<file path="config.mk">
export PLATFORM = sky130hd
export DESIGN_NAME = dns_response_address_extractor_unit_flat
export DESIGN_NICKNAME = d
export VERILOG_FILES = /design/src/rtl/core/dras_pkg.sv /design/src/rtl/core/dras_byte_if.sv /design/src/rtl/core/dras_result_if.sv /design/src/rtl/core/dras_cfg_if.sv /design/src/rtl/core/dns_response_address_extractor_unit.sv /design/src/rtl/core/dras_in_stage.sv /design/src/rtl/core/dras_parser.sv /design/src/rtl/core/dras_out_reg.sv /design/src/flat_wrapper.sv
export VERILOG_INCLUDE_DIRS = /design/src /design/src/rtl/core
export SDC_FILE = /design/constraint.sdc
export NUM_CORES = 1
export LEC_CHECK = 0
export ABC_AREA = 1
export BUFFER_PORTS_ARGS = -buffer_cell sky130_fd_sc_hd__buf_2
export CAP_MARGIN = 10
export CORE_AREA = 4 4 161 163
export DETAILED_ROUTE_END_ITERATION = 10
export DIE_AREA = 0 0 165 167
export PLACE_DENSITY_LB_ADDON = 0.05
export SYNTH_ARGS = -nofsm -noshare
export SYNTH_HDL_FRONTEND = slang
export SYNTH_HIERARCHICAL = 1
export SYNTH_SLANG_ARGS = --single-unit
</file>
<file path="constraint.sdc">
create_clock -name clk -period 7.3 [get_ports clk]
set_clock_uncertainty 0.2 [all_clocks]
set_input_delay 0.73 -clock clk [delete_from_list [all_inputs] [get_ports clk]]
set_output_delay 0.73 -clock clk [all_outputs]
set_load 0.02 [all_outputs]
</file>
<file path="src/rtl/core/dns_response_address_extractor_unit_assert.svh">
// assertion macros used by the core parser module
`ifndef DNS_RESPONSE_ADDRESS_EXTRACTOR_UNIT_ASSERT_SVH
`define DNS_RESPONSE_ADDRESS_EXTRACTOR_UNIT_ASSERT_SVH

// same-cycle implication
`define DRAS_ASSERT_NOW(lbl, ante, cons, msg) \
  lbl: assert property (@(posedge clk) disable iff (rst) (ante) |-> (cons)) else $error(msg);

// next-cycle implication
`define DRAS_ASSERT_NEXT(lbl, ante, cons, msg) \
  lbl: assert property (@(posedge clk) disable iff (rst) (ante) |=> (cons)) else $error(msg);

`endif

</file>
<file path="src/rtl/core/dras_pkg.sv">
package dras_pkg;

  typedef enum logic [2:0] {
    PH_HEADER = 3'd0,
    PH_NAME   = 3'd1,
    PH_LABEL  = 3'd2,
    PH_PTR    = 3'd3,
    PH_QFIX   = 3'd4,
    PH_AFIX   = 3'd5,
    PH_RDATA  = 3'd6,
    PH_DONE   = 3'd7
  } phase_t;

  typedef enum logic [2:0] {
    ST_FOUND   = 3'd0,
    ST_NOTOURS = 3'd1,
    ST_SHORT   = 3'd2,
    ST_NONAME  = 3'd3,
    ST_FAIL    = 3'd4
  } status_t;

  localparam logic [7:0] LABEL_MASK   = 8'hC0;
  localparam logic [7:0] QR_MASK      = 8'h80;
  localparam logic [7:0] RCODE_MASK   = 8'h0F;
  localparam logic [7:0] RCODE_NXNAME = 8'h03;
  localparam logic [3:0] HEADER_LAST  = 4'd11;
  localparam logic [3:0] QFIX_LAST    = 4'd3;
  localparam logic [3:0] AFIX_LAST    = 4'd9;
  localparam logic [15:0] TYPE_A      = 16'd1;
  localparam logic [15:0] CLASS_IN    = 16'd1;
  localparam logic [15:0] ADDR_LEN    = 16'd4;

  typedef struct packed {
    logic [7:0] resp_byte;
    logic       is_last;
  } byte_item_t;

  typedef struct packed {
    logic [2:0]  status;
    logic [31:0] address;
  } result_t;

endpackage

</file>
<file path="src/rtl/core/dras_byte_if.sv">
interface dras_byte_if;
  logic       valid;
  logic       ready;
  logic [7:0] resp_byte;
  logic       is_last;

  modport source (output valid, output resp_byte, output is_last, input ready);
  modport sink (input valid, input resp_byte, input is_last, output ready);
endinterface

</file>
<file path="src/rtl/core/dras_result_if.sv">
interface dras_result_if;
  logic        valid;
  logic        ready;
  logic [2:0]  status;
  logic [31:0] address;

  modport source (output valid, output status, output address, input ready);
  modport sink (input valid, input status, input address, output ready);
endinterface

</file>
<file path="src/rtl/core/dras_cfg_if.sv">
interface dras_cfg_if;
  logic        valid;
  logic        ready;
  logic [15:0] expected_id;

  modport source (output valid, output expected_id, input ready);
  modport sink (input valid, input expected_id, output ready);
endinterface

</file>
<file path="src/rtl/core/dns_response_address_extractor_unit.sv">
// channel  | dir | payload                   | notes
// request  | in  | resp_byte[7:0], is_last   | one datagram byte per request
// result   | out | status[2:0], address[31:0]| one result per datagram
// cfg      | in  | expected_id[15:0]         | always ready
//
// one byte a cycle sustained while results are taken; a byte waits in the input register
// until taken, and a final byte's result is loaded into the output register as it is taken
// a full result register is the only cause of a stall: a final byte waits
// in the input register while an earlier result is still not taken
// rst is synchronous and clears the parser state, the id register and both valids
module dns_response_address_extractor_unit (
  input  logic          clk,
  input  logic          rst,
  dras_byte_if.sink     request,
  dras_result_if.source result,
  dras_cfg_if.sink      cfg
);
  import dras_pkg::*;

  logic       in_full;
  logic       out_free;
  logic       take;
  logic       res_fire;
  byte_item_t item;
  result_t    res;

  assign cfg.ready = 1'b1;
  assign take      = in_full && (!item.is_last || out_free);

  dras_in_stage u_in (
    .clk     (clk),
    .rst     (rst),
    .request (request),
    .take    (take),
    .full    (in_full),
    .item    (item)
  );

  dras_parser u_parser (
    .clk      (clk),
    .rst      (rst),
    .cfg_we   (cfg.valid),
    .cfg_id   (cfg.expected_id),
    .step     (take),
    .item     (item),
    .res_fire (res_fire),
    .res      (res)
  );

  dras_out_reg u_out (
    .clk    (clk),
    .rst    (rst),
    .load   (res_fire),
    .res    (res),
    .free   (out_free),
    .result (result)
  );
endmodule

</file>
<file path="src/rtl/core/dras_in_stage.sv">
module dras_in_stage (
  input  logic                clk,
  input  logic                rst,
  dras_byte_if.sink           request,
  input  logic                take,
  output logic                full,
  output dras_pkg::byte_item_t item
);
  import dras_pkg::*;

  assign request.ready = !full || take;

  always_ff @(posedge clk) begin
    if (rst) begin
      full <= 1'b0;
    end else if (request.valid && request.ready) begin
      full <= 1'b1;
    end else if (take) begin
      full <= 1'b0;
    end
  end

  always_ff @(posedge clk) begin
    if (request.valid && request.ready) begin
      item.resp_byte <= request.resp_byte;
      item.is_last   <= request.is_last;
    end
  end
endmodule

</file>
<file path="src/rtl/core/dras_parser.sv">
`include "dns_response_address_extractor_unit_assert.svh"

module dras_parser (
  input  logic                 clk,
  input  logic                 rst,
  input  logic                 cfg_we,
  input  logic [15:0]          cfg_id,
  input  logic                 step,
  input  dras_pkg::byte_item_t item,
  output logic                 res_fire,
  output dras_pkg::result_t    res
);
  import dras_pkg::*;

  logic [15:0] expected_id;
  phase_t      phase, phase_next;
  logic [3:0]  field_index, field_index_next;
  status_t     header_flags_bad, header_flags_bad_next;
  logic [15:0] questions_left, questions_left_next;
  logic [15:0] answers_left, answers_left_next;
  logic [15:0] skip_left, skip_left_next;
  logic [15:0] record_type, record_type_next;
  logic [15:0] record_class, record_class_next;
  logic [15:0] record_data_len, record_data_len_next;
  logic [31:0] address_acc, address_acc_next;
  logic        decided, decided_next;

  logic        do_name_done, do_start_answers, do_record_done, do_decide;
  status_t     decide_st;
  status_t     final_st;
  logic [7:0]  b;

  assign b = item.resp_byte;
  assign res_fire = step && item.is_last;

  always_ff @(posedge clk) begin
    if (rst) begin
      expected_id <= 16'd0;
    end else if (cfg_we) begin
      expected_id <= cfg_id;
    end
  end

  always_comb begin
    phase_next            = phase;
    field_index_next      = field_index;
    header_flags_bad_next = header_flags_bad;
    questions_left_next   = questions_left;
    answers_left_next     = answers_left;
    skip_left_next        = skip_left;
    record_type_next      = record_type;
    record_class_next     = record_class;
    record_data_len_next  = record_data_len;
    address_acc_next      = address_acc;
    decided_next          = decided;
    do_name_done          = 1'b0;
    do_start_answers      = 1'b0;
    do_record_done        = 1'b0;
    do_decide             = 1'b0;
    decide_st             = ST_FOUND;
    final_st              = ST_FAIL;
    res.status            = 3'd0;
    res.address           = 32'd0;

    if (step && !decided) begin
      unique case (phase)
        PH_HEADER: begin
          unique case (field_index)
            4'd0: begin
              if (b != expected_id[15:8] && header_flags_bad_next == ST_FOUND) begin
                header_flags_bad_next = ST_NOTOURS;
              end
            end
            4'd1: begin
              if (b != expected_id[7:0] && header_flags_bad_next == ST_FOUND) begin
                header_flags_bad_next = ST_NOTOURS;
              end
            end
            4'd2: begin
              if ((b & QR_MASK) == 8'd0 && header_flags_bad_next == ST_FOUND) begin
                header_flags_bad_next = ST_NOTOURS;
              end
            end
            4'd3: begin
              if (header_flags_bad_next == ST_FOUND) begin
                if ((b & RCODE_MASK) == RCODE_NXNAME) begin
                  header_flags_bad_next = ST_NONAME;
                end else if ((b & RCODE_MASK) != 8'd0) begin
                  header_flags_bad_next = ST_FAIL;
                end
              end
            end
            4'd4: questions_left_next = {b, 8'd0};
            4'd5: questions_left_next = {questions_left[15:8], b};
            4'd6: answers_left_next = {b, 8'd0};
            4'd7: answers_left_next = {answers_left[15:8], b};
            default: ;
          endcase
          field_index_next = field_index + 4'd1;
          if (field_index == HEADER_LAST) begin
            field_index_next = 4'd0;
            if (header_flags_bad_next != ST_FOUND) begin
              do_decide = 1'b1;
              decide_st = header_flags_bad_next;
            end else if (questions_left_next != 16'd0) begin
              phase_next = PH_NAME;
            end else begin
              do_start_answers = 1'b1;
            end
          end
        end
        PH_NAME: begin
          if ((b & LABEL_MASK) == LABEL_MASK) begin
            phase_next = PH_PTR;
          end else if ((b & LABEL_MASK) != 8'd0) begin
            do_decide = 1'b1;
            decide_st = ST_FAIL;
          end else if (b == 8'd0) begin
            do_name_done = 1'b1;
          end else begin
            skip_left_next = {8'd0, b};
            phase_next     = PH_LABEL;
          end
        end
        PH_LABEL: begin
          skip_left_next = skip_left - 16'd1;
          if (skip_left_next == 16'd0) begin
            phase_next = PH_NAME;
          end
        end
        PH_PTR: do_name_done = 1'b1;
        PH_QFIX: begin
          field_index_next = field_index + 4'd1;
          if (field_index == QFIX_LAST) begin
            field_index_next    = 4'd0;
            questions_left_next = questions_left - 16'd1;
            if (questions_left_next != 16'd0) begin
              phase_next = PH_NAME;
            end else begin
              do_start_answers = 1'b1;
            end
          end
        end
        PH_AFIX: begin
          unique case (field_index)
            4'd0: record_type_next = {b, 8'd0};
            4'd1: record_type_next = {record_type[15:8], b};
            4'd2: record_class_next = {b, 8'd0};
            4'd3: record_class_next = {record_class[15:8], b};
            4'd8: record_data_len_next = {b, 8'd0};
            4'd9: record_data_len_next = {record_data_len[15:8], b};
            default: ;
          endcase
          field_index_next = field_index + 4'd1;
          if (field_index == AFIX_LAST) begin
            field_index_next = 4'd0;
            address_acc_next = 32'd0;
            skip_left_next   = record_data_len_next;
            if (record_data_len_next == 16'd0) begin
              do_record_done = 1'b1;
            end else begin
              phase_next = PH_RDATA;
            end
          end
        end
        PH_RDATA: begin
          address_acc_next = {address_acc[23:0], b};
          skip_left_next   = skip_left - 16'd1;
          if (skip_left_next == 16'd0) begin
            do_record_done = 1'b1;
          end
        end
        PH_DONE: ;
        default: ;
      endcase

      if (do_name_done) begin
        field_index_next = 4'd0;
        phase_next = (questions_left != 16'd0) ? PH_QFIX : PH_AFIX;
      end
      if (do_start_answers) begin
        if (answers_left_next == 16'd0) begin
          do_decide = 1'b1;
          decide_st = ST_NONAME;
        end else begin
          phase_next = PH_NAME;
        end
      end
      if (do_record_done) begin
        if (record_type_next == TYPE_A && record_class_next == CLASS_IN &&
            record_data_len_next == ADDR_LEN) begin
          do_decide = 1'b1;
          decide_st = ST_FOUND;
        end else begin
          answers_left_next = answers_left - 16'd1;
          if (answers_left_next == 16'd0) begin
            do_decide = 1'b1;
            decide_st = ST_NONAME;
          end else begin
            phase_next = PH_NAME;
          end
        end
      end
      if (do_decide) begin
        header_flags_bad_next = decide_st;
        decided_next          = 1'b1;
        phase_next            = PH_DONE;
      end
    end

    if (decided_next) begin
      final_st = header_flags_bad_next;
    end else if (phase_next == PH_HEADER) begin
      final_st = ST_SHORT;
    end else begin
      final_st = ST_FAIL;
    end
    res.status  = final_st;
    res.address = (final_st == ST_FOUND) ? address_acc_next : 32'd0;

    // end of datagram: back to the start
    if (res_fire) begin
      phase_next            = PH_HEADER;
      field_index_next      = 4'd0;
      header_flags_bad_next = ST_FOUND;
      questions_left_next   = 16'd0;
      answers_left_next     = 16'd0;
      skip_left_next        = 16'd0;
      record_type_next      = 16'd0;
      record_class_next     = 16'd0;
      record_data_len_next  = 16'd0;
      address_acc_next      = 32'd0;
      decided_next          = 1'b0;
    end
  end

  always_ff @(posedge clk) begin
    if (rst) begin
      phase            <= PH_HEADER;
      field_index      <= 4'd0;
      header_flags_bad <= ST_FOUND;
      questions_left   <= 16'd0;
      answers_left     <= 16'd0;
      skip_left        <= 16'd0;
      record_type      <= 16'd0;
      record_class     <= 16'd0;
      record_data_len  <= 16'd0;
      address_acc      <= 32'd0;
      decided          <= 1'b0;
    end else begin
      phase            <= phase_next;
      field_index      <= field_index_next;
      header_flags_bad <= header_flags_bad_next;
      questions_left   <= questions_left_next;
      answers_left     <= answers_left_next;
      skip_left        <= skip_left_next;
      record_type      <= record_type_next;
      record_class     <= record_class_next;
      record_data_len  <= record_data_len_next;
      address_acc      <= address_acc_next;
      decided          <= decided_next;
    end
  end

  `DRAS_ASSERT_NOW(a_decided_done, decided, phase == PH_DONE, "decided outside done phase")
  `DRAS_ASSERT_NEXT(a_clear_after_last, res_fire, (phase == PH_HEADER) && !decided && (field_index == 4'd0), "state not cleared after last byte")
  `DRAS_ASSERT_NOW(a_addr_only_found, res_fire && (res.status != ST_FOUND), res.address == 32'd0, "address on a failed result")
  `DRAS_ASSERT_NOW(a_status_range, res_fire, res.status <= ST_FAIL, "status code out of range")
endmodule

</file>
<file path="src/rtl/core/dras_out_reg.sv">
module dras_out_reg (
  input  logic              clk,
  input  logic              rst,
  input  logic              load,
  input  dras_pkg::result_t res,
  output logic              free,
  dras_result_if.source     result
);
  import dras_pkg::*;

  logic    valid;
  result_t data;

  assign free           = !valid || result.ready;
  assign result.valid   = valid;
  assign result.status  = data.status;
  assign result.address = data.address;

  always_ff @(posedge clk) begin
    if (rst) begin
      valid <= 1'b0;
    end else if (load) begin
      valid <= 1'b1;
    end else if (result.ready) begin
      valid <= 1'b0;
    end
  end

  always_ff @(posedge clk) begin
    if (load) begin
      data <= res;
    end
  end
endmodule
</file>
<file path="src/flat_wrapper.sv">
// flat-port wrapper written by rule: the top's interface ports become plain ports
module dns_response_address_extractor_unit_flat import dras_pkg::*;
  (clk, rst, request_valid, request_resp_byte, request_is_last, request_ready, result_valid, result_status, result_address, result_ready, cfg_valid, cfg_expected_id, cfg_ready);
  dras_byte_if request_i ();
  dras_result_if result_i ();
  dras_cfg_if cfg_i ();
  input  logic clk;
  input  logic rst;
  input wire logic [$bits(request_i.valid)-1:0] request_valid;
  input wire logic [$bits(request_i.resp_byte)-1:0] request_resp_byte;
  input wire logic [$bits(request_i.is_last)-1:0] request_is_last;
  output wire logic [$bits(request_i.ready)-1:0] request_ready;
  output wire logic [$bits(result_i.valid)-1:0] result_valid;
  output wire logic [$bits(result_i.status)-1:0] result_status;
  output wire logic [$bits(result_i.address)-1:0] result_address;
  input wire logic [$bits(result_i.ready)-1:0] result_ready;
  input wire logic [$bits(cfg_i.valid)-1:0] cfg_valid;
  input wire logic [$bits(cfg_i.expected_id)-1:0] cfg_expected_id;
  output wire logic [$bits(cfg_i.ready)-1:0] cfg_ready;
  assign request_i.valid = request_valid;
  assign request_i.resp_byte = request_resp_byte;
  assign request_i.is_last = request_is_last;
  assign request_ready = request_i.ready;
  assign result_valid = result_i.valid;
  assign result_status = result_i.status;
  assign result_address = result_i.address;
  assign result_i.ready = result_ready;
  assign cfg_i.valid = cfg_valid;
  assign cfg_i.expected_id = cfg_expected_id;
  assign cfg_ready = cfg_i.ready;
  dns_response_address_extractor_unit u_core (.clk(clk), .rst(rst), .request(request_i), .result(result_i), .cfg(cfg_i));
endmodule
</file>
* Word-level counts from Yosys, hierarchy flattened
Cells that the tools add are included.
** Cells by class
- Add/sub/neg operators :: 4
- Equal/unequal tests :: 28
- Multiplexer cells :: 113
- Reductions and logical operators :: 43
** Operator list (number)
- 2-to-1 mux 16 bit :: 19
- case mux 16 bit (2 select lines) :: 6
- 2-to-1 mux 3 bit :: 41
- logical NOT 16 bit :: 4
- 2-to-1 mux 32 bit :: 2
- case mux 32 bit (2 select lines) :: 1
- case mux 16 bit (3 select lines) :: 1
- nonzero test 16 bit :: 3
- subtractor 16 x 1 -> 16 bit, second input constant :: 3
- == test 16 x 1 -> 1 bit, second input constant :: 2
- 2-to-1 mux 1 bit :: 31
- == test 16 x 3 -> 1 bit, second input constant :: 1
- == test 4 x 3 -> 1 bit, second input constant :: 4
- logical NOT 8 bit :: 2
- 2-to-1 mux 4 bit :: 4
- inequality test 8 bit :: 2
- nonzero test 8 bit :: 2
- case mux 3 bit (5 select lines) :: 1
- == test 4 x 2 -> 1 bit, second input constant :: 3
- == test 4 bit, second input constant :: 3
- logical NOT 3 bit :: 4
- case mux 3 bit (4 select lines) :: 1
- case mux 4 bit (3 select lines) :: 1
- inequality test 2 bit, second input constant :: 5
- 19 further kinds :: 42
** Word-level totals
- Bits in registers :: 201
- Input bits :: 30
- Output and inout bits :: 38
- Logic and storage cells :: 206

* Depth between registers and ports, before layout
Gate-level depths: netlist of the first run.
- Word-level depth :: 23
- Depth in mapped cells :: 26
- Depth with buffers taken out :: 24

* By module
Netlist of the first run, hierarchy kept.
** By module, submodules not included
- dras_parser :: times used 1, cells an instance 1744, area an instance 10358.7 um^2
- dras_out_reg :: times used 1, cells an instance 40, area an instance 1093.5 um^2
- dras_in_stage :: times used 1, cells an instance 15, area an instance 317.8 um^2
- dns_response_address_extractor_unit :: times used 1, cells an instance 5, area an instance 27.5 um^2

* Worst setup path after synthesis of the first run
No wires, ideal clock.
- Kind :: input -> register
- Start :: in result_ready
- End :: reg u_core.u_parser.address_acc[0]
- Arrival :: 2.828 ns
- Required time :: 6.972 ns
- Slack :: 4.144 ns
- Stages :: 11
- Path buffers :: 2
- Cell sequence :: inv_1 nand2_2 inv_1 a21oi_2 nand2_1 inv_1 nor2_1 inv_1 clkbuf_1 clkbuf_1 nor2_1
** On the way
- Longest elaborated chain between the ends :: 5
- Elaborated cells between the ends (all ways) :: 7
** RTL lines
- start, declared :: line flat_wrapper.sv:16 : input wire logic [$bits(result_i.ready)-1:0] result_ready;
- logical OR 1 bit :: line dras_out_reg.sv:14 : assign free = !valid || result.ready;
- net u_core.out_free :: line dns_response_address_extractor_unit.sv:21 : logic out_free;
- logical OR 1 bit :: line dns_response_address_extractor_unit.sv:28 : assign take = in_full && (!item.is_last || out_free);
- logical AND 1 bit :: line dns_response_address_extractor_unit.sv:28
- net u_core.take :: line dns_response_address_extractor_unit.sv:22 : logic take;
- logical AND 1 bit :: line dras_parser.sv:34 : assign res_fire = step && item.is_last;
- net u_core.res_fire :: line dns_response_address_extractor_unit.sv:23 : logic res_fire;
- OR reduction 2 bit (no source line)
- end signal, assigned :: line dras_parser.sv:260 : address_acc <= address_acc_next;
- end, declared :: line dras_parser.sv:25 : logic [31:0] address_acc, address_acc_next;
The timed path passes the listed nets, and every way through them passes these cells.
A chain may end at the register's enable or synchronous reset.

* Final worst setup path of the first run
- Start :: reg u_core.u_parser.phase[2]
- End :: reg u_core.u_parser.answers_left[0]
** On the way
- Longest elaborated chain between the ends :: 8
- Elaborated cells between the ends (all ways) :: 20
** RTL lines
- start, declared :: line dras_parser.sv:16 : phase_t phase, phase_next;
- start signal, assigned :: line dras_parser.sv:251 : phase <= phase_next;
- == test 3 bit :: line dras_parser.sv:66 : unique case (phase)
- 2-to-1 mux 16 bit :: line dras_parser.sv:66
- 2-to-1 mux 16 bit :: line dras_parser.sv:65 : if (step && !decided) begin
- == test 16 x 1 -> 1 bit :: line dras_parser.sv:190 : if (record_type_next == TYPE_A && record_class_next == CLASS_IN &&
- logical AND 1 bit (2 in series) :: line dras_parser.sv:190
- 2-to-1 mux 16 bit :: line dras_parser.sv:190
- 2-to-1 mux 16 bit * :: line dras_parser.sv:189 : if (do_record_done) begin
- end signal, assigned :: line dras_parser.sv:255 : answers_left <= answers_left_next;
- end, declared :: line dras_parser.sv:20 : logic [15:0] answers_left, answers_left_next;
Every way passes the cells marked *; elsewhere a longest branch is shown, timed or not. The select of a mux whose other input is x is not followed.

==> results of run 1 <==
## per-stage QoR
step           hold slack, ns  area (um2)  util, %  worst slack, ns
2_1_floorplan          0.2534       11800        -            4.144
3_3_place_gp           0.2642       12330    50.68            2.814
3_5_place_dp           0.2676       12330    50.68            2.770
4_1_cts                0.1791       13150    54.05            2.728
5_1_grt                0.1824       13150    54.05            2.127
6_report               0.1924       13150    54.05            2.640
## power by group through the flow
stage | logic [mW] | registers (mW) | clock network [mW]
after floorplan | 0.447 | 1.25 | 0
after global placement | 0.579 | 1.27 | 0
after detailed placement | 0.582 | 1.27 | 0
after CTS | 0.585 | 1.24 | 1.26
after global routing | 0.673 | 1.25 | 1.31
final | 0.591 | 1.25 | 1.23
## critical path, stage by stage (launching register included)
cell,delay [ns]
dfxtp_1,0.51
nand3_2,0.60
inv_1,0.80
nand2_1,0.20
nand3_1,0.12
nand2_1,0.08
nor2_1,0.11
nand2_1,0.06
nor2_1,0.10
nand2_1,0.07
nor2_1,0.22
nand2_1,0.11
nand2_1,0.49
clkinv_1,0.43
o21ai_0,0.28
o221ai_1,0.13
inv_1,0.08
## placed cells by master (no fill, tap or decap), types with 12 or more instances in the layout
master and instances:
nand2_1 505, nor2_1 318, inv_1 187, dfxtp_1 157
a21oi_1 95, o21ai_0 94, nand3_1 78, buf_2 66
edfxtp_1 44, a22oi_1 35, clkbuf_16 25, o211ai_1 23
xnor2_1 19, a31oi_1 19, nor2_2 15, nand4_1 14
ha_1 12
## worst max-delay path by stage
stage                                         from                              end  slack, ns  cells past startpoint
final                     u_core/u_parser/phase[2]  u_core/u_parser/answers_left[0]       2.64                     16
after global routing      u_core/u_parser/phase[2]  u_core/u_parser/answers_left[0]       2.13                     16
after CTS                 u_core/u_parser/phase[2]  u_core/u_parser/answers_left[0]       2.73                     16
after detailed placement  u_core/u_parser/phase[2]  u_core/u_parser/answers_left[0]       2.77                     16
after global placement    u_core/u_parser/phase[2]  u_core/u_parser/answers_left[0]       2.81                     16
after floorplan                       result_ready   u_core/u_parser/address_acc[0]       4.14                     11
## registers in the layout, summed over array words and instances (netlist names), 16 cells and up
register	flops
u_core/u_out/result.address	32
u_core/u_parser/address_acc	32
u_core/u_parser/answers_left	16
u_core/u_parser/expected_id	16
u_core/u_parser/questions_left	16
u_core/u_parser/record_class	16
u_core/u_parser/record_data_len	16
u_core/u_parser/record_type	16
u_core/u_parser/skip_left	16
## Yosys cell counts (4+ instances only)
| cell | count | area (um2) |
|---|---|---|
| edfxtp_1 | 44 | 1321 |
| a21oi_2 | 4 | 35.03 |
| a21oi_1 | 95 | 475.5 |
| and2_1 | 10 | 62.56 |
| a22oi_1 | 35 | 262.8 |
| xnor2_1 | 19 | 166.4 |
| ha_1 | 12 | 150.1 |
| buf_1 | 7 | 26.28 |
| xor2_1 | 11 | 96.34 |
| nand2_1 | 505 | 1896 |
| o211ai_1 | 23 | 172.7 |
| nor2_4 | 6 | 67.56 |
| inv_1 | 189 | 709.4 |
| a211oi_1 | 6 | 45.04 |
| nor3_1 | 8 | 40.04 |
| o221ai_1 | 6 | 52.55 |
| nor2_1 | 320 | 1201 |
| nand2_2 | 10 | 62.56 |
| nand3_4 | 4 | 70.07 |
| a31oi_1 | 19 | 118.9 |
| o21ai_1 | 9 | 45.04 |
| nand3b_1 | 8 | 60.06 |
| nand3_1 | 78 | 390.4 |
| buf_2 | 9 | 45.04 |
| o22ai_1 | 5 | 31.28 |
| dfxtp_1 | 157 | 3143 |
| nand4_1 | 14 | 87.58 |
| o21ai_0 | 94 | 470.5 |
| clkbuf_1 | 50 | 187.7 |
| inv_2 | 9 | 33.78 |
| nor2_2 | 15 | 93.84 |
## routing by layer
| layer | share of wire (%) | vias up | GRT usage [%] |
|---|---|---|---|
| li1 | - | 5882 | - |
| met1 | 45 | 5323 | 34.70 |
| met2 | 46 | 350 | 38.60 |
| met3 | 6.8 | 65 | 4.449 |
| met4 | 2.3 | 0 | 6.510 |
| met5 | 0 | - | 0 |
## layout make-up
cell class / count / area share [%]
clock inverters: 14 / 1.285
clock buffers: 29 / 4.950
repair buffers: 77 / 3.141
well taps: 324 / 3.084
inverters: 201 / 5.740
multi-input cells: 1330 / 47.84
flip-flops and latches: 201 / 33.96
## cell families (layout without fill, tap and decap cells)
family | after synthesis | count (layout) | synth area share [%]
simple gates | 984 | 984 | 34.60
fa+ha+maj | 12 | 12 | 1.273
buf+inv | 273 | 321 | 9.068
other cells | 1 | 1 | 0.03179
flops | 201 | 201 | 37.84
xor+xnor | 30 | 30 | 2.227
compound gates | 303 | 303 | 14.96
==> summary.md, run 1 <==
| Metric | Value |
|---|---|
| Status | completed |
| Pin count of the biggest net entering global routing | 77 |
| Main flop type after synthesis | dfxtp_1 |
| Placed Instances | 2133 |
| Net Sw Power | 0.9466 mW |
| Critical R2R Launch | u_core/u_parser/phase[2] |
| Clock slew at reported path FFs | 0.06 ns |
| Vias in the first global route | 10849 |
| FF+latch area | 4464 um2 |
| Die Span X | 165 um |
| TritonCTS clock tree | built |
| Setup TNS | 0 ns |
| Worst Hold Launch | request_resp_byte[0] |
| IO buf count | 66 |
| Overflow after GRT | 0 |
| Tot GR Track Use | 24.54% |
| Clk sink count | 201 |
| Mapped Area | 11800 um2 |
| Skew-Pair Late Insertion Delay | 0.51 ns |
| Proportion of layout cells with a drive suffix above 1 | 9.395% |
| Post-DP HPWL | 23.38 mm |
| #FFs+latches synth | 201 |
| Worst setup EP type | flop |
| Initial DRC count | 1151 |
| Clock Power Share | 40.1% |
| Multi-input gate area | 6289 um2 |
| Pleak | 6.011 nW |
| CTS max path bufs | 3 |
| Critical path class | reg -> reg |
| Max Clk Rate | 214.6 MHz |
| Hold_buf cts | 0 |
| P_int | 2.121 mW |
| Synth Instances | 1804 |
| Drt pass-1 iters | 6 |
| Area growth syn-to-layout | 11.42% |
| Netlist cell types | 44 |
| Post CTS Setup Buffer Count | 0 |
| Detailed-route wire length per cell | 15.72 um |
| Slew HR | 32.91% |
| Worst Path Max Fanout | 26 |
| Required time of the worst setup path | 7.56 ns |
| Routability-driven placement congestion ratio | 0.9109 |
| Switching portion of total power | 30.85% |
| Crit path launch type | flop |
| Antenna viol nets, final | 0 |
| Critical Path AT | 4.92 ns |
| Root Buffer | clkbuf_16 |
| Hold-critical path depth | 1 |
| Sequential power share | 40.6% |
| Floorplan row count | 57 |
| Initial antenna violation count | 0 |
| Post-synth EDFFs | 44 |
| # IOs | 68 |
| Async set-or-reset flop fraction in the synthesized netlist | 0% |
| CTS Buf Count | 24 |
| R2R depth | 16 |
| Drt total wl | 34.22 mm |
| Final period util | 63.83% |
| Max-cap violations | 0 |
| Worst Hold End | u_core/u_in/item[1] |
| Worst vdd ir | 176.0 uV |
| Syn_nets | 1846 |
| Ant. Diodes | 0 |
| R2r endpoint | u_core/u_parser/answers_left[0] |
| Total core area | 24320 um2 |
| R2R Setup Slk | 2.64 ns |
| Total power | 3.068 mW |
| Final nets | 1877 |
| Combinational Power Share | 19.3% |
| First-pass GRT wire length | 55.85 mm |
| Pwr/cell area | 233.4 nW/um2 |
| Non-Filler Instances | 2176 |
| Slew of the pin with the lowest slew margin | 1.003 ns |
| Chip Height | 167 um |
| Worst hold path class | in -> reg |
| DRC Markers | 0 |
| Via count | 11620 |
| Final hold viol count | 0 |
| Post-synthesis sequential area ratio | 37.84% |
| # H-tree levels | 1 |
| Die area | 27560 um2 |
| Vias/cell | 5.340 |
| Fillers | 2469 |
| Mean Syn Cell Area | 6.540 um2 |
| Fin crit period | 4.660 ns |
| Setup Viol. Count Final | 0 |
| Slew Limit Fails | 0 |
| Initial Util | 48.51% |
| Warnings, synthesis | 6 |
| RSZ-0062 raised after global routing | no |
| Resized Gates After CTS | 0 |
(Power assumes the default switching activity.)
==> run 2, diff against run 1 <==
--- a/config.mk
+++ b/config.mk
@@ -6,12 +6,12 @@
 export SDC_FILE = /design/constraint.sdc
 export NUM_CORES = 1
 export LEC_CHECK = 0
-export ABC_AREA = 1
+export ABC_AREA = 0
 export BUFFER_PORTS_ARGS = -buffer_cell sky130_fd_sc_hd__buf_2
 export CAP_MARGIN = 10
-export CORE_AREA = 4 4 161 163
+export CORE_AREA = 4 4 156 158
 export DETAILED_ROUTE_END_ITERATION = 10
-export DIE_AREA = 0 0 165 167
+export DIE_AREA = 0 0 160 162
 export PLACE_DENSITY_LB_ADDON = 0.05
 export SYNTH_ARGS = -nofsm -noshare
 export SYNTH_HDL_FRONTEND = slang
==> constraint.sdc (replaced) <==
create_clock -name clk -period 4.8 [get_ports clk]
set_clock_uncertainty 0.2 [all_clocks]
set_input_delay 0.48 -clock clk [delete_from_list [all_inputs] [get_ports clk]]
set_output_delay 0.48 -clock clk [all_outputs]
set_load 0.02 [all_outputs]
==> summary.md, run 2 <==
| Metric | Value |
|---|---|
| Critical R2R Launch | u_core/u_parser/field_index[0] |
| Max-cap violations | 0 |
| Vias in the first global route | 9668 |
| Post-synth EDFFs | 44 |
| Slew Limit Fails | 0 |
| Post-DP HPWL | 22.43 mm |
| Drt total wl | 33.68 mm |
| CTS Buf Count | 24 |
| Commonest non-fill, non-tap cells in the layout | nor2_1, dfxtp_1, a22oi_1 |
| Required time of the worst setup path | 4.85 ns |
| Setup WS post-layout | 0.6148 ns |
| Pleak | 4.578 nW |
| Main area contributors after synthesis | dfxtp_1, edfxtp_1, a22oi_1 |
| Syn_nets | 1349 |
| Worst setup EP type | flop |
| Post CTS Setup Buffer Count | 0 |
| Hold-critical path depth | 3 |
| Final period util | 87.19% |
| Setup Viol. Count Final | 0 |
| Initial Util | 47.92% |
| Mean Syn Cell Area | 8.477 um2 |
| Chip Height | 162 um |
| Crit path launch type | flop |
| Clk sink count | 201 |
| Netlist cell types | 94 |
| #FFs+latches synth | 201 |
| Setup TNS | 0 ns |
| Die area | 25920 um2 |
| Max Clk Rate | 238.9 MHz |
| Pin count of the biggest net entering global routing | 74 |
| Worst vdd ir | 289.3 uV |
| CTS max path bufs | 3 |
| Dpl ws | 0.6997 ns |
| Slew of the pin with the lowest slew margin | 1.175 ns |
| Non-Filler Cell Area, Final | 12590 um2 |
| FF+latch area | 4464 um2 |
| R2r endpoint | u_core/u_out/result.address[21] |
| Worst Path Max Fanout | 34 |
| Skew-Pair Late Insertion Delay | 0.52 ns |
| Clock slew at reported path FFs | 0.06 ns |
| Ant. Diodes | 0 |
| Total core area | 23120 um2 |
| Final hold viol count | 0 |
| Main flop type after synthesis | dfxtp_1 |
| Proportion of layout cells with a drive suffix above 1 | 13.30% |
| Via count | 10246 |
| Status | completed |
| CP max stage delay | 0.50 ns |
| Multi-input gate area | 6061 um2 |
| Final nets | 1378 |
| Cell taking the most area after synthesis | dfxtp_1 |
| Critical path class | reg -> reg |
| TritonCTS clock tree | built |
| Mapped Area | 11080 um2 |
| Worst hold path class | in -> reg |
| Hold slack | 0.01416 ns |
| Synth Instances | 1307 |
| DP Area | 11550 um2 |
| # H-tree levels | 1 |
| Detailed-route wire length per cell | 20.50 um |
| Worst Hold Launch | cfg_expected_id[0] |
| Overflow after GRT | 0 |
| IO buf count | 66 |
| Slew HR | 21.66% |
| Worst path slowest cell | nor3_1 |
| Tot GR Track Use | 25.35% |
| Yosys top cell area share | 28.37% |
| Fillers | 2173 |
| Vias/cell | 6.236 |
| Buf/Inv on CP | 2 |
| Warnings, synthesis | 6 |
| Root Buffer | clkbuf_16 |
| Most common cell after layout, fill and taps aside | nor2_1 |
| Critical-path cell list | inv_1 > ha_1 > and3b_1 > a22oi_1 > nand4_1 > o31a_1 > nor3_1 > a21boi_2 > o21a_4 > a31oi_4 > buf_4 > nor4_1 |
| # IOs | 68 |
| Initial DRC count | 996 |
| DRC Markers | 0 |
| RSZ-0062 raised after global routing | no |
| R2R Setup Slk | 0.61 ns |
| Critical Path AT | 4.24 ns |
| Floorplan row count | 56 |
| Drt pass-1 iters | 5 |
| R2R depth | 12 |
| Initial antenna violation count | 0 |
| Most frequent cell after synthesis | nor2_1 |
| Routability-driven placement congestion ratio | 0.9754 |
| Antenna viol nets, final | 0 |
| Top cells by count, synth | nor2_1, dfxtp_1, a22oi_1 |
| Area growth syn-to-layout | 13.64% |
| Post-synthesis sequential area ratio | 40.29% |
| Crit-path leading delay family | compound AO/OA/AOI/OAI gates |
| Die Span X | 160 um |
| Fin crit period | 4.185 ns |
| First-pass GRT wire length | 54.35 mm |
| Async set-or-reset flop fraction in the synthesized netlist | 0% |
| Worst Hold End | u_core/u_parser/expected_id[0] |
| Pwr/cell area | 346.6 nW/um2 |
## run 2: cell types whose count changed after synthesis, sizes merged, moves of 19 or more
| cell | before | now |
|---|---|---|
| a22oi | 35 | 120 |
| inv | 198 | 19 |
| mux2i | 0 | 22 |
| nor4 | 1 | 49 |
| nor2 | 341 | 202 |
| clkbuf | 50 | 94 |
| nand2 | 515 | 73 |
| nand3 | 85 | 26 |
| nor3 | 8 | 32 |
| o211ai | 23 | 4 |
| o21ai | 103 | 70 |
| a21oi | 99 | 43 |
## run 2: worst min-delay path: stages
cell and delay, ns:
buf_2 0.08, mux2i_1 0.06, nor2_1 0.07
## run 2: worst max path at each step
stage / depth (start not counted) / from / to / slack (ns)
after detailed placement: 11 / u_core/u_parser/field_index[0] / u_core/u_out/result.status[2] / 0.70
after floorplan: 13 / u_core/u_parser/field_index[0] / u_core/u_out/result.address[13] / 1.31
after global placement: 11 / u_core/u_parser/field_index[0] / u_core/u_out/result.status[2] / 0.83
after global routing: 12 / u_core/u_parser/field_index[0] / u_core/u_out/result.address[21] / 0.30
after CTS: 11 / u_core/u_parser/field_index[0] / u_core/u_out/result.status[2] / 0.67
final: 12 / u_core/u_parser/field_index[0] / u_core/u_out/result.address[21] / 0.61
## run 2: cell families (layout without fill, tap and decap cells)
kind of cell / Yosys count / after routing / share of synthesized area (%)
AOI/OAI and AO/OA: 381 / 381 / 24.60
xor gates and xnor gates: 27 / 27 / 2.134
adders and majority gates: 12 / 12 / 1.355
buffers and inverters: 138 / 184 / 5.172
DFF: 201 / 201 / 40.29
muxes: 23 / 23 / 2.089
other: 1 / 1 / 0.03385
and+or+nand+nor: 524 / 524 / 24.33
## run 2: power by group
| part | switching [mW] | internal (mW) | total, mW |
|---|---|---|---|
| clock | 0.704 | 1.21 | 1.91 |
| combinational | 0.402 | 0.229 | 0.631 |
| sequential | 0.0518 | 1.77 | 1.82 |
| total | 1.16 | 3.21 | 4.36 |
## run 2: final cells by class
class	instances	share of cell area, %
Sequential cell	201	35.46
Clock buffer	33	5.118
Inverter	20	0.5962
Multi-Input combinational cell	968	48.14
Timing Repair Buffer	121	6.320
Clock inverter	10	1.491
Tap cell	290	2.882
## run 2: what timing repair did
| action | CTS | global route |
|---|---|---|
| hold buffers | 21 | 0 |
| endpoints found under the setup margin | 0 | 0 |
| endpoints found under the hold margin | 21 | 0 |
| gates resized for setup | 0 | 0 |
## run 2: per-layer routing
layer  vias to the layer above  GRT usage (%)  routed length, um
li1                       4958              -                  -
met1                      4871          36.31              15390
met2                       347          40.62              15360
met3                        70          3.400               2034
met4                         0          6.727                896
met5                         -              0                  0
## run 2: per-stage QoR
step | cells | power, mW | util (%)
2_1_floorplan | 1307 | 2.288 | -
3_3_place_gp | 1579 | 2.462 | 49.95
3_5_place_dp | 1579 | 2.463 | 49.95
4_1_cts | 1643 | 4.400 | 54.45
5_1_grt | 1643 | 4.548 | 54.45
6_report | 1643 | 4.365 | 54.45
==> run 3, diff against run 2 <==
--- a/config.mk
+++ b/config.mk
@@ -7,11 +7,11 @@
 export NUM_CORES = 1
 export LEC_CHECK = 0
 export ABC_AREA = 0
-export BUFFER_PORTS_ARGS = -buffer_cell sky130_fd_sc_hd__buf_2
 export CAP_MARGIN = 10
 export CORE_AREA = 4 4 156 158
 export DETAILED_ROUTE_END_ITERATION = 10
 export DIE_AREA = 0 0 160 162
+export DONT_BUFFER_PORTS = 1
 export PLACE_DENSITY_LB_ADDON = 0.05
 export SYNTH_ARGS = -nofsm -noshare
 export SYNTH_HDL_FRONTEND = slang
==> summary.md, run 3 (synthesis gave the netlist of run 2 again) <==
| Metric | Value |
|---|---|
| Setup Viol. Count Final | 0 |
| Worst Path Max Fanout | 34 |
| Slew HR | 31.49% |
| Slew Limit Fails | 0 |
| Fillers | 2132 |
| Fin crit period | 4.316 ns |
| Slew of the pin with the lowest slew margin | 1.024 ns |
| Via count | 10201 |
| Root Buffer | clkbuf_16 |
| Critical-path cell list | inv_1 > ha_1 > nand4bb_1 > buf_4 > a22oi_1 > nand4_1 > o31a_1 > nor3_1 > a21boi_2 > o21a_4 > a31oi_4 > buf_4 > nor4_1 |
| CTS Buf Count | 24 |
| Antenna viol nets, final | 0 |
| Worst vdd ir | 249.1 uV |
| Pin count of the biggest net entering global routing | 79 |
| Max Clk Rate | 231.7 MHz |
| Final period util | 89.91% |
| Setup TNS | 0 ns |
| Initial DRC count | 1034 |
| Most common cell after layout, fill and taps aside | nor2_1 |
| Worst hold path class | in -> reg |
| Hold slack | 0.09807 ns |
| Max-cap violations | 0 |
| Skew-Pair Late Insertion Delay | 0.53 ns |
| Final hold viol count | 0 |
| IO buf count | 0 |
| Status | completed |
| TritonCTS clock tree | built |
| Post-DP HPWL | 21.67 mm |
| Chip Height | 162 um |
| Resized Gates After CTS | 0 |
| Worst Hold End | u_core/u_in/item[7] |
| CP max stage delay | 0.54 ns |
| DRC Markers | 0 |
| CTS max path bufs | 3 |
| Pwr/cell area | 341.1 nW/um2 |
| Detailed-route wire length per cell | 20.99 um |
| Total core area | 23120 um2 |
| Worst setup EP type | flop |
| Final nets | 1335 |
| Routability-driven placement congestion ratio | 0.9316 |
| Vias/cell | 6.376 |
| Critical Path AT | 4.37 ns |
| Clk sink count | 201 |
| Critical R2R Launch | u_core/u_parser/field_index[1] |
| Initial antenna violation count | 0 |
| Worst Hold Launch | request_valid |
| Drt total wl | 33.58 mm |
| Vias in the first global route | 9530 |
| Proportion of layout cells with a drive suffix above 1 | 8.931% |
| Critical path class | reg -> reg |
| Commonest non-fill, non-tap cells in the layout | nor2_1, dfxtp_1, a22oi_1 |
| Drt pass-1 iters | 5 |
| # H-tree levels | 1 |
| Hold-critical path depth | 1 |
| Ant. Diodes | 0 |
| Top cell by count, worst path | buf_4 |
| Die Span X | 160 um |
| Floorplan row count | 56 |
| Area growth syn-to-layout | 12.43% |
| Overflow after GRT | 0 |
| # IOs | 68 |
| Die area | 25920 um2 |
| Initial Util | 47.92% |
| R2R Setup Slk | 0.48 ns |
| RSZ-0062 raised after global routing | no |
| Worst path slowest cell | nor3_1 |
| Tot GR Track Use | 25.19% |
| Crit path launch type | flop |
| Clock slew at reported path FFs | 0.07 ns |
| Pleak | 4.370 nW |
| R2r endpoint | u_core/u_out/result.address[17] |
| Required time of the worst setup path | 4.86 ns |
| R2R depth | 13 |
| First-pass GRT wire length | 53.86 mm |
==> run 3: layout make-up <==
type	count	area [um2]	area share (%)
clock buffer	31	656.9	5.273
clock inverter	12	128.9	1.035
inverter	20	75.07	0.6027
multi-input combinational	968	6061	48.65
sequential	201	4464	35.84
tap	290	362.8	2.913
timing repair buffer	78	708.2	5.685
==> run 3: how the worst max path moves through the flow <==
stage	to	slack, ns	cells after the start	startpoint
after CTS	u_core/u_out/result.address[21]	0.65	13	u_core/u_parser/field_index[1]
after global routing	u_core/u_out/result.address[13]	0.26	12	u_core/u_parser/field_index[0]
final	u_core/u_out/result.address[17]	0.48	13	u_core/u_parser/field_index[1]
after detailed placement	u_core/u_out/result.address[21]	0.67	13	u_core/u_parser/field_index[1]
after global placement	u_core/u_out/result.address[6]	0.80	13	u_core/u_parser/field_index[1]
after floorplan	u_core/u_out/result.address[13]	1.31	13	u_core/u_parser/field_index[0]
==> run 3: routing by layer <==
layer | global-route usage (%) | share of wire, % | vias up
met3 | 3.070 | 5.8 | 74
met1 | 35.83 | 45 | 4868
met2 | 40.48 | 46 | 384
li1 | - | - | 4875
met4 | 7.431 | 2.9 | 0
met5 | 0 | 0 | -
==> run 3: metrics by stage <==
step | total power [mW] | cell area [um2] | setup slack [ns] | std cells | util (%)
floorplan | 2.288 | 11080 | 1.309 | 1307 | -
global placement | 2.435 | 11230 | 0.8019 | 1513 | 48.57
detailed placement | 2.435 | 11230 | 0.6681 | 1513 | 48.57
CTS | 4.273 | 12460 | 0.6476 | 1600 | 53.87
global route | 4.422 | 12460 | 0.2576 | 1600 | 53.87
finish | 4.250 | 12460 | 0.4843 | 1600 | 53.87
==> run 3: report_power, final <==
part | switching (mW) | internal, mW
clock network | 0.725 | 1.07
logic | 0.384 | 0.233
registers | 0.0639 | 1.77
total | 1.17 | 3.08
==> run 3: timing repair <==
item                                   in CTS  in global routing
hold buffers                               44                  0
endpoints found under the hold margin      27                  0
setup buffers                               0                  0
==> run 3: critical path, delay by kind of cell (launching register included) <==
kind                       cells  cell delay [ns]
AOI/OAI and AO/OA              5             1.22
buffers and inverters          3             0.65
and+or+nand+nor                4             1.15
adders and majority gates      1             0.41
DFF                            1             0.38
